===== src/sv/rpmc_pkg.sv =====
// Package: command codes, motion states and register indexes of the position controller.
`default_nettype none
package rpmc_pkg;

	localparam int FUNC_BITS     = 3;
	localparam int CFG_IDX_BITS  = 3;
	localparam int CFG_DATA_BITS = 16;
	localparam int STATE_BITS    = 2;

	typedef enum logic [FUNC_BITS-1:0] {
		FUNC_TICK      = 3'd0,
		FUNC_MOVE      = 3'd1,
		FUNC_START_FWD = 3'd2,
		FUNC_START_REV = 3'd3,
		FUNC_STOP      = 3'd4
	} func_t;

	// internal one-hot motion state
	typedef enum logic [2:0] {
		MS_IDLE = 3'b001,
		MS_FWD  = 3'b010,
		MS_REV  = 3'b100
	} motion_t;

	// codes shown on motor_state
	localparam logic [STATE_BITS-1:0] STATE_CODE_IDLE = 2'd0;
	localparam logic [STATE_BITS-1:0] STATE_CODE_FWD  = 2'd1;
	localparam logic [STATE_BITS-1:0] STATE_CODE_REV  = 2'd2;

	typedef enum logic [CFG_IDX_BITS-1:0] {
		REG_MAX_POSITION     = 3'd0,
		REG_MIN_POSITION     = 3'd1,
		REG_ARRIVE_THRESHOLD = 3'd2,
		REG_SLOW_ZONE        = 3'd3,
		REG_RAMP_STEP        = 3'd4,
		REG_FULL_SPEED       = 3'd5
	} cfg_reg_t;

	localparam int RESET_ARRIVE_THRESHOLD = 50;
	localparam int RESET_SLOW_ZONE        = 500;
	localparam int RESET_RAMP_STEP        = 400;

endpackage
`default_nettype wire


===== src/sv/rpmc_cmd_if.sv =====
// Interface: command / tick input channel.
`default_nettype none
interface rpmc_cmd_if #(
	parameter int POS_BITS = 12
);
	import rpmc_pkg::*;
	logic                 valid;
	logic                 ready;
	logic [FUNC_BITS-1:0] func;
	logic [POS_BITS-1:0]  requested_position;
	logic [POS_BITS-1:0]  sensor_sample;

	modport source(output valid, func, requested_position, sensor_sample, input ready);
	modport sink(input valid, func, requested_position, sensor_sample, output ready);
endinterface
`default_nettype wire


===== src/sv/rpmc_res_if.sv =====
// Interface: result channel carrying duty, sensor power and motor state.
`default_nettype none
interface rpmc_res_if #(
	parameter int PWM_BITS = 13
);
	import rpmc_pkg::*;
	logic                  valid;
	logic                  ready;
	logic [PWM_BITS-1:0]   forward_duty;
	logic [PWM_BITS-1:0]   reverse_duty;
	logic                  sensor_power;
	logic [STATE_BITS-1:0] motor_state;
	logic                  state_changed;

	modport source(output valid, forward_duty, reverse_duty, sensor_power, motor_state,
		state_changed, input ready);
	modport sink(input valid, forward_duty, reverse_duty, sensor_power, motor_state,
		state_changed, output ready);
endinterface
`default_nettype wire


===== src/sv/rpmc_cfg_if.sv =====
// Interface: configuration write channel.
`default_nettype none
interface rpmc_cfg_if;
	import rpmc_pkg::*;
	logic                     valid;
	logic                     ready;
	logic [CFG_IDX_BITS-1:0]  index;
	logic [CFG_DATA_BITS-1:0] data;

	modport source(output valid, index, data, input ready);
	modport sink(input valid, index, data, output ready);
endinterface
`default_nettype wire


===== src/sv/ramped_position_motor_controller_top.sv =====
// Top level: ramped bang-bang position controller with registered result.
//
//  channel | dir | fields
//  cmd     | in  | func, requested_position, sensor_sample
//  res     | out | forward_duty, reverse_duty, sensor_power, motor_state, state_changed
//  cfg     | in  | index, data (write only, always ready)
//
// One item per cycle while res is not stalled: the state update is one pass through the clamp, error compare
// and slew adder, written into the state and result registers at the transfer.
// res valid rises in the cycle after the cmd transfer.
// cmd is ready whenever the result register is empty or being taken in the same cycle.
// arst_n clears state, result valid and loads the register defaults.
`default_nettype none
module ramped_position_motor_controller_top #(
	parameter int POS_BITS = 12,
	parameter int PWM_BITS = 13
) (
	input wire logic clk,
	input wire logic arst_n,
	rpmc_cmd_if.sink   cmd,
	rpmc_res_if.source res,
	rpmc_cfg_if.sink   cfg
);
	import rpmc_pkg::*;

	localparam int SW = PWM_BITS + 2;
	localparam int EW = POS_BITS + 1;

	// configuration registers
	logic [POS_BITS-1:0] max_pos_q, min_pos_q, arrive_thr_q, slow_zone_q;
	logic [PWM_BITS-1:0] ramp_step_q, full_speed_q;

	// controller state
	logic [POS_BITS-1:0] target_q, target_d;
	logic signed [SW-1:0] cmd_speed_q, cmd_speed_d;
	logic signed [SW-1:0] speed_q, speed_d;
	motion_t              motion_q, motion_d;
	logic                 sensor_on_q, sensor_on_d;

	logic res_valid_q;
	logic accept;

	assign cfg.ready = 1'b1;
	assign cmd.ready = !res_valid_q || res.ready;
	assign accept    = cmd.valid && cmd.ready;

	always_ff @(posedge clk or negedge arst_n) begin
		if (!arst_n) begin
			max_pos_q    <= '1;
			min_pos_q    <= '0;
			arrive_thr_q <= POS_BITS'(RESET_ARRIVE_THRESHOLD);
			slow_zone_q  <= POS_BITS'(RESET_SLOW_ZONE);
			ramp_step_q  <= PWM_BITS'(RESET_RAMP_STEP);
			full_speed_q <= '1;
		end else if (cfg.valid && cfg.ready) begin
			case (cfg.index)
				REG_MAX_POSITION:     max_pos_q    <= cfg.data[POS_BITS-1:0];
				REG_MIN_POSITION:     min_pos_q    <= cfg.data[POS_BITS-1:0];
				REG_ARRIVE_THRESHOLD: arrive_thr_q <= cfg.data[POS_BITS-1:0];
				REG_SLOW_ZONE:        slow_zone_q  <= cfg.data[POS_BITS-1:0];
				REG_RAMP_STEP:        ramp_step_q  <= cfg.data[PWM_BITS-1:0];
				REG_FULL_SPEED:       full_speed_q <= cfg.data[PWM_BITS-1:0];
				default: ;
			endcase
		end
	end

	// error to target and ramp goal
	logic signed [EW-1:0] err;
	logic        [EW-1:0] mag;
	logic                 arrived, in_slow;
	logic signed [SW-1:0] half_cmd, goal, slewed, full_s;
	logic                 moving;

	assign full_s   = signed'({2'b00, full_speed_q});
	assign err      = signed'({1'b0, target_q}) - signed'({1'b0, cmd.sensor_sample});
	assign mag      = err[EW-1] ? EW'(-err) : EW'(err);
	assign arrived  = mag < {1'b0, arrive_thr_q};
	assign in_slow  = mag < {1'b0, slow_zone_q};
	// halve truncating toward zero
	assign half_cmd = (cmd_speed_q + signed'(SW'(cmd_speed_q[SW-1]))) >>> 1;
	assign moving   = (motion_q == MS_FWD) || (motion_q == MS_REV);
	assign goal     = !moving ? '0 : (in_slow ? half_cmd : cmd_speed_q);

	rpmc_slew #(.PWM_BITS(PWM_BITS)) u_slew (
		.speed      (speed_q),
		.goal       (goal),
		.step       (ramp_step_q),
		.speed_next (slewed)
	);

	always_comb begin
		target_d    = target_q;
		cmd_speed_d = cmd_speed_q;
		speed_d     = speed_q;
		motion_d    = motion_q;
		sensor_on_d = sensor_on_q;
		case (cmd.func)
			FUNC_TICK: begin
				if (moving && arrived) begin
					target_d = '0;
					motion_d = MS_IDLE;
				end else begin
					speed_d = slewed;
					if (slewed == '0) sensor_on_d = 1'b0;
				end
			end
			FUNC_MOVE: begin
				if (cmd.requested_position > max_pos_q) target_d = max_pos_q;
				else if (cmd.requested_position < min_pos_q) target_d = min_pos_q;
				else target_d = cmd.requested_position;
				sensor_on_d = 1'b1;
				// direction judged against the unclamped request
				if (cmd.sensor_sample < cmd.requested_position) begin
					cmd_speed_d = full_s;
					motion_d    = MS_FWD;
				end else begin
					cmd_speed_d = -full_s;
					motion_d    = MS_REV;
				end
			end
			FUNC_START_FWD: begin
				cmd_speed_d = full_s;
				target_d    = max_pos_q;
				motion_d    = MS_FWD;
				sensor_on_d = 1'b1;
			end
			FUNC_START_REV: begin
				cmd_speed_d = -full_s;
				target_d    = min_pos_q;
				motion_d    = MS_REV;
				sensor_on_d = 1'b1;
			end
			FUNC_STOP: begin
				target_d = '0;
				motion_d = MS_IDLE;
			end
			default: ;
		endcase
	end

	always_ff @(posedge clk or negedge arst_n) begin
		if (!arst_n) begin
			target_q    <= '0;
			cmd_speed_q <= '0;
			speed_q     <= '0;
			motion_q    <= MS_IDLE;
			sensor_on_q <= 1'b0;
			res_valid_q <= 1'b0;
		end else begin
			if (accept) begin
				target_q    <= target_d;
				cmd_speed_q <= cmd_speed_d;
				speed_q     <= speed_d;
				motion_q    <= motion_d;
				sensor_on_q <= sensor_on_d;
				res_valid_q <= 1'b1;
			end else if (res.ready) begin
				res_valid_q <= 1'b0;
			end
		end
	end

	// result payload
	logic [PWM_BITS-1:0]   fwd_q, rev_q;
	logic                  power_q, changed_q;
	logic [STATE_BITS-1:0] state_code_q, state_code_d;
	logic signed [SW-1:0]  neg_speed;

	assign neg_speed = -speed_d;

	always_comb begin
		case (motion_d)
			MS_FWD:  state_code_d = STATE_CODE_FWD;
			MS_REV:  state_code_d = STATE_CODE_REV;
			default: state_code_d = STATE_CODE_IDLE;
		endcase
	end

	always_ff @(posedge clk) begin
		if (accept) begin
			fwd_q        <= speed_d[SW-1] ? '0 : speed_d[PWM_BITS-1:0];
			rev_q        <= speed_d[SW-1] ? neg_speed[PWM_BITS-1:0] : '0;
			power_q      <= sensor_on_d;
			state_code_q <= state_code_d;
			changed_q    <= motion_d != motion_q;
		end
	end

	assign res.valid         = res_valid_q;
	assign res.forward_duty  = fwd_q;
	assign res.reverse_duty  = rev_q;
	assign res.sensor_power  = power_q;
	assign res.motor_state   = state_code_q;
	assign res.state_changed = changed_q;
endmodule
`default_nettype wire


===== src/sv/rpmc_slew.sv =====
// Slew limiter: moves the speed toward a goal by at most one ramp step.
`default_nettype none
module rpmc_slew #(
	parameter int PWM_BITS = 13
) (
	input  wire logic signed [PWM_BITS+1:0] speed,
	input  wire logic signed [PWM_BITS+1:0] goal,
	input  wire logic        [PWM_BITS-1:0] step,
	output logic signed      [PWM_BITS+1:0] speed_next
);
	localparam int SW = PWM_BITS + 2;

	logic signed [SW-1:0] step_s;
	logic signed [SW-1:0] up;
	logic signed [SW-1:0] dn;

	assign step_s = signed'({2'b00, step});
	assign up     = speed + step_s;
	assign dn     = speed - step_s;

	always_comb begin
		if (speed < goal) begin
			speed_next = (up > goal) ? goal : up;
		end else if (speed > goal) begin
			speed_next = (dn < goal) ? goal : dn;
		end else begin
			speed_next = speed;
		end
	end
endmodule
`default_nettype wire


===== src/flat_wrapper.sv =====
// flat-port wrapper written by rule: the top's interface ports become plain ports
module ramped_position_motor_controller_top_flat import rpmc_pkg::*;
#(
	parameter int POS_BITS = 12,
	parameter int PWM_BITS = 13
)
  (clk, arst_n, cmd_valid, cmd_func, cmd_requested_position, cmd_sensor_sample, cmd_ready, res_valid, res_forward_duty, res_reverse_duty, res_sensor_power, res_motor_state, res_state_changed, res_ready, cfg_valid, cfg_index, cfg_data, cfg_ready);
  rpmc_cmd_if #(.POS_BITS(POS_BITS)) cmd_i ();
  rpmc_res_if #(.PWM_BITS(PWM_BITS)) res_i ();
  rpmc_cfg_if cfg_i ();
  input wire logic clk;
  input wire logic arst_n;
  input wire logic [$bits(cmd_i.valid)-1:0] cmd_valid;
  input wire logic [$bits(cmd_i.func)-1:0] cmd_func;
  input wire logic [$bits(cmd_i.requested_position)-1:0] cmd_requested_position;
  input wire logic [$bits(cmd_i.sensor_sample)-1:0] cmd_sensor_sample;
  output wire logic [$bits(cmd_i.ready)-1:0] cmd_ready;
  output wire logic [$bits(res_i.valid)-1:0] res_valid;
  output wire logic [$bits(res_i.forward_duty)-1:0] res_forward_duty;
  output wire logic [$bits(res_i.reverse_duty)-1:0] res_reverse_duty;
  output wire logic [$bits(res_i.sensor_power)-1:0] res_sensor_power;
  output wire logic [$bits(res_i.motor_state)-1:0] res_motor_state;
  output wire logic [$bits(res_i.state_changed)-1:0] res_state_changed;
  input wire logic [$bits(res_i.ready)-1:0] res_ready;
  input wire logic [$bits(cfg_i.valid)-1:0] cfg_valid;
  input wire logic [$bits(cfg_i.index)-1:0] cfg_index;
  input wire logic [$bits(cfg_i.data)-1:0] cfg_data;
  output wire logic [$bits(cfg_i.ready)-1:0] cfg_ready;
  assign cmd_i.valid = cmd_valid;
  assign cmd_i.func = cmd_func;
  assign cmd_i.requested_position = cmd_requested_position;
  assign cmd_i.sensor_sample = cmd_sensor_sample;
  assign cmd_ready = cmd_i.ready;
  assign res_valid = res_i.valid;
  assign res_forward_duty = res_i.forward_duty;
  assign res_reverse_duty = res_i.reverse_duty;
  assign res_sensor_power = res_i.sensor_power;
  assign res_motor_state = res_i.motor_state;
  assign res_state_changed = res_i.state_changed;
  assign res_i.ready = res_ready;
  assign cfg_i.valid = cfg_valid;
  assign cfg_i.index = cfg_index;
  assign cfg_i.data = cfg_data;
  assign cfg_ready = cfg_i.ready;
  ramped_position_motor_controller_top #(.POS_BITS(POS_BITS), .PWM_BITS(PWM_BITS)) u_core (.clk(clk), .arst_n(arst_n), .cmd(cmd_i), .res(res_i), .cfg(cfg_i));
endmodule

===== config.mk =====
export PLATFORM = sky130hd
export DESIGN_NAME = ramped_position_motor_controller_top_flat
export DESIGN_NICKNAME = d
export VERILOG_FILES = /design/src/sv/rpmc_pkg.sv /design/src/sv/rpmc_cmd_if.sv /design/src/sv/rpmc_res_if.sv /design/src/sv/rpmc_cfg_if.sv /design/src/sv/ramped_position_motor_controller_top.sv /design/src/sv/rpmc_slew.sv /design/src/flat_wrapper.sv
export SDC_FILE = /design/constraint.sdc
export NUM_CORES = 1
export LEC_CHECK = 0
export ABC_AREA = 1
export BUFFER_PORTS_ARGS = -buffer_cell sky130_fd_sc_hd__buf_2
export CAP_MARGIN = 15
export CORE_MARGIN = 8
export CORE_UTILIZATION = 57
export CTS_BUF_LIST = sky130_fd_sc_hd__clkbuf_8
export DETAILED_ROUTE_END_ITERATION = 6
export GPL_TIMING_DRIVEN = 0
export PLACE_DENSITY = 0.76
export SETUP_SLACK_MARGIN = 0.05
export SKIP_CTS_REPAIR_TIMING = 1
export SKIP_LAST_GASP = 1
export SYNTH_ARGS = -nofsm -noshare
export SYNTH_HDL_FRONTEND = slang
export SYNTH_SLANG_ARGS = --single-unit
export TNS_END_PERCENT = 1

===== constraint.sdc =====
create_clock -name clk -period 7.8 [get_ports clk]
set_clock_uncertainty 0.1 [all_clocks]
set_input_delay 1.56 -clock clk [delete_from_list [all_inputs] [get_ports clk]]
set_output_delay 1.56 -clock clk [all_outputs]
set_load 0.005 [all_outputs]

==> flow_metrics.py <==
metrics = {
    "worst_setup_path": {
        "reg2reg_to": "u_core.res.reverse_duty[5]",
        "cp_top_family": "simple AND/OR/NAND/NOR gates",
        "endpoint": "u_core.res.reverse_duty[5]",
        "timing.rr.start": "u_core.target_q[0]",
        "crit_top_cell": "nand2_1",
        "reg2reg_depth": 43,
        "max_stage_delay_ps": 630,
        "crit_path_end_kind": "register",
        "arrival_ps": 7930,
        "crit_slowest_cell": "fa_2",
        "crit_buf_inv": 10,
        "worstPathRequired_ps": 7930,
        "cp_max_fo": 10,
        "cp-startpoint": "cmd_sensor_sample[0]",
        "worstSetupPathType": "in2reg",
        "ff2ff_setup_slack_ps": 750,
        "crit_cells": 43,
        "start_kind": "primary input",
    },
    "sta": {
        "drv_slew": 0,
        "finalSetupViolCount": 1,
        "min_period_ps": 7800,
        "max_freq_mhz": 128,
        "tightest_slew_ps": 959,
        "final_hold_viol_count": 0,
        "rsz0062_at_grt": "true",
        "period_share": 1.00,
        "slew_headroom": 0.358,
        "final.setup.worst_slack_ps": -4.16,
    },
    "detailed_routing": {
        "first_pass_iters": 5,
        "drt-initial-drc-count": 1172,
        "drc": 0,
        "wl_per_cell_um": 17.8,
        "wirelength_um": 39100,
        "routed-via-count": 12725,
        "drtAntennaViolNets": 0,
        "vias_per_cell": 5.79,
    },
    "logic_synthesis": {
        "ys_ff_latch": 151,
        "synthTopCellsByArea": "dfrtp_1 16%, ha_1 14%, nand2_1 12%",
        "syn_area_per_cell_um2": 7.22,
        "yosysWarnings": 0,
        "synth_common_cells": "395 x nand2_1, 282 x inv_1, 190 x o21ai_0",
        "ys_async_sr_fraction": 0.801,
        "ys.flop_type": "dfrtp_1",
        "ys_seq_area_frac": 0.311,
        "synth_area_um2": 12800,
        "synth.most_common_cell": "nand2_1",
        "netlist_instances": 1769,
        "synth_cell_types": 58,
        "syn_nets": 1965,
        "netlist.top_cell.by_area": "dfrtp_1",
        "synth-edff-count": 30,
        "synth_top_cell_area_share": 0.163,
    },
    "global_route": {
        "grt_remaining_overflow": 0,
        "grt_usage": 0.270,
        "grt_pass1_vias": 11712,
        "grt_max_degree": 74,
        "antenna_found_initial": 0,
        "grt_pass1_wl_um": 60700,
    },
    "clocking": {
        "cts_sinks": 151,
        "h-tree-depth": 4,
        "cts_made_buffers": 17,
        "cts_root_buf": "clkbuf_8",
        "clockBufferDepth": 2,
        "cts_tree": "yes",
        "path_clk_slew_ps": 90,
        "clk_latency_ps": 480,
    },
    "cells_and_area": {
        "layout-drive-gt1-share": 0.171,
        "syn_to_final_growth_pct": 15.2,
        "final_nets": 2102,
        "antenna-diode-count": 0,
        "stdcell_count": 2199,
        "nFillCells": 1931,
    },
    "die": {
        "num_rows": 54,
        "io_pins": 84,
        "die_w_um": 166,
        "design.core.area_um2": 21900,
        "die_y_um": 166,
        "dieArea_um2": 27500,
        "initial_utilization": 0.584,
    },
    "run_status": {
        "status": "finished with violations",
        "violations": "negative setup slack",
    },
    "placement": {
        "dp.cells": 2130,
        "place_congestion": 0.989,
        "hpwl_um": 30000,
        "port_buffers": 79,
    },
    "min_path": {
        "min_path_cells": 2,
        "hold_path.class": "reg2reg",
    },
    "job": {
        "drv_cap": 0,
    },
}
[sequential cells by signal (all words and copies together), names as in the netlist, 2 cells and up]
register                 count
u_core.arrive_thr_q         12
u_core.cmd_speed_q          15
u_core.full_speed_q         13
u_core.max_pos_q            12
u_core.min_pos_q            12
u_core.motion_q              3
u_core.ramp_step_q          13
u_core.res.forward_duty     13
u_core.res.motor_state       2
u_core.res.reverse_duty     13
u_core.slow_zone_q          12
u_core.speed_q              15
u_core.target_q             12
[kinds of logic after synthesis]
logic type | Yosys count | synth area share
simple gates | 680 | 0.229
compound gates | 412 | 0.182
buf+inv | 332 | 0.100
flops | 151 | 0.311
fa+ha+maj | 145 | 0.144
xor+xnor | 44 | 0.0302
mux | 4 | 0.00353
other cells | 1 | 0.000294
[worst reg2reg max path, delay by kind of cell (launching register included)]
kind	cells	cell delay, ps
DFF	1	340
and+or+nand+nor	23	3030
AOI/OAI and AO/OA	4	550
adders and majority gates	5	1550
buffers and inverters	10	1130
xor gates and xnor gates	1	90
[layer usage]
metal,GRT usage,part of all wire
met1,0.348,0.43
met4,0.125,0.038
met2,0.448,0.48
met3,0.0303,0.054
met5,0,0
[metrics by stage]
step	setup slack, ps	hold WS, ps	cell area [µm²]	setup TNS (ps)	util
6_report	-4.16	393	14700	-4.16	0.672
5_1_grt	-381	421	14700	-8360	0.672
4_1_cts	-1160	396	14000	-29010	0.640
3_5_place_dp	-1660	374	13600	-50400	0.620
3_3_place_gp	-1550	365	13500	-46340	0.618
2_1_floorplan	147	350	12800	0	-
[layout make-up]
| class | count | area, µm² | share of cell area |
|---|---|---|---|
| Clock buffer | 17 | 234 | 0.0159 |
| Inverter | 286 | 1080 | 0.0735 |
| Multi-Input combinational cell | 1286 | 7840 | 0.533 |
| Tap cell | 280 | 350 | 0.0238 |
| Timing Repair Buffer | 118 | 778 | 0.0529 |
| Buffer | 46 | 260 | 0.0177 |
| Clock inverter | 15 | 191 | 0.0130 |
| Sequential cell | 151 | 3980 | 0.270 |
[cells in the final DEF (no fill, tap or decap), drive strengths merged, types with 3 or more instances in the layout]
cell,n
a211oi,5
a21boi,3
a21oi,129
a31oi,7
a32oi,8
buf,130
bufinv,3
clkbuf,51
clkinv,5
dfrtp,83
dfstp,38
edfxtp,30
fa,3
ha,142
inv,292
mux2,4
nand2,419
nand3,79
nand3b,4
nand4,18
nor2,127
nor3,19
nor4,3
o211ai,20
o21a,3
o21ai,195
o21bai,5
o221ai,12
o22ai,9
o31ai,5
or2,8
xnor2,8
xor2,36
[worst min-delay path by stage]
stage                                 from                     end  slack (ps)
floorplan               u_core.sensor_on_q      u_core.sensor_on_q         350
global placement        u_core.sensor_on_q      u_core.sensor_on_q         360
detailed placement  u_core.arrive_thr_q[9]  u_core.arrive_thr_q[9]         370
CTS                  u_core.slow_zone_q[8]   u_core.slow_zone_q[8]         400
global route           u_core.max_pos_q[6]     u_core.max_pos_q[6]         420
finish               u_core.slow_zone_q[8]   u_core.slow_zone_q[8]         390
Power is not shown: default switching activity piles up to over one toggle a cycle in this logic, so the estimate is an artifact.
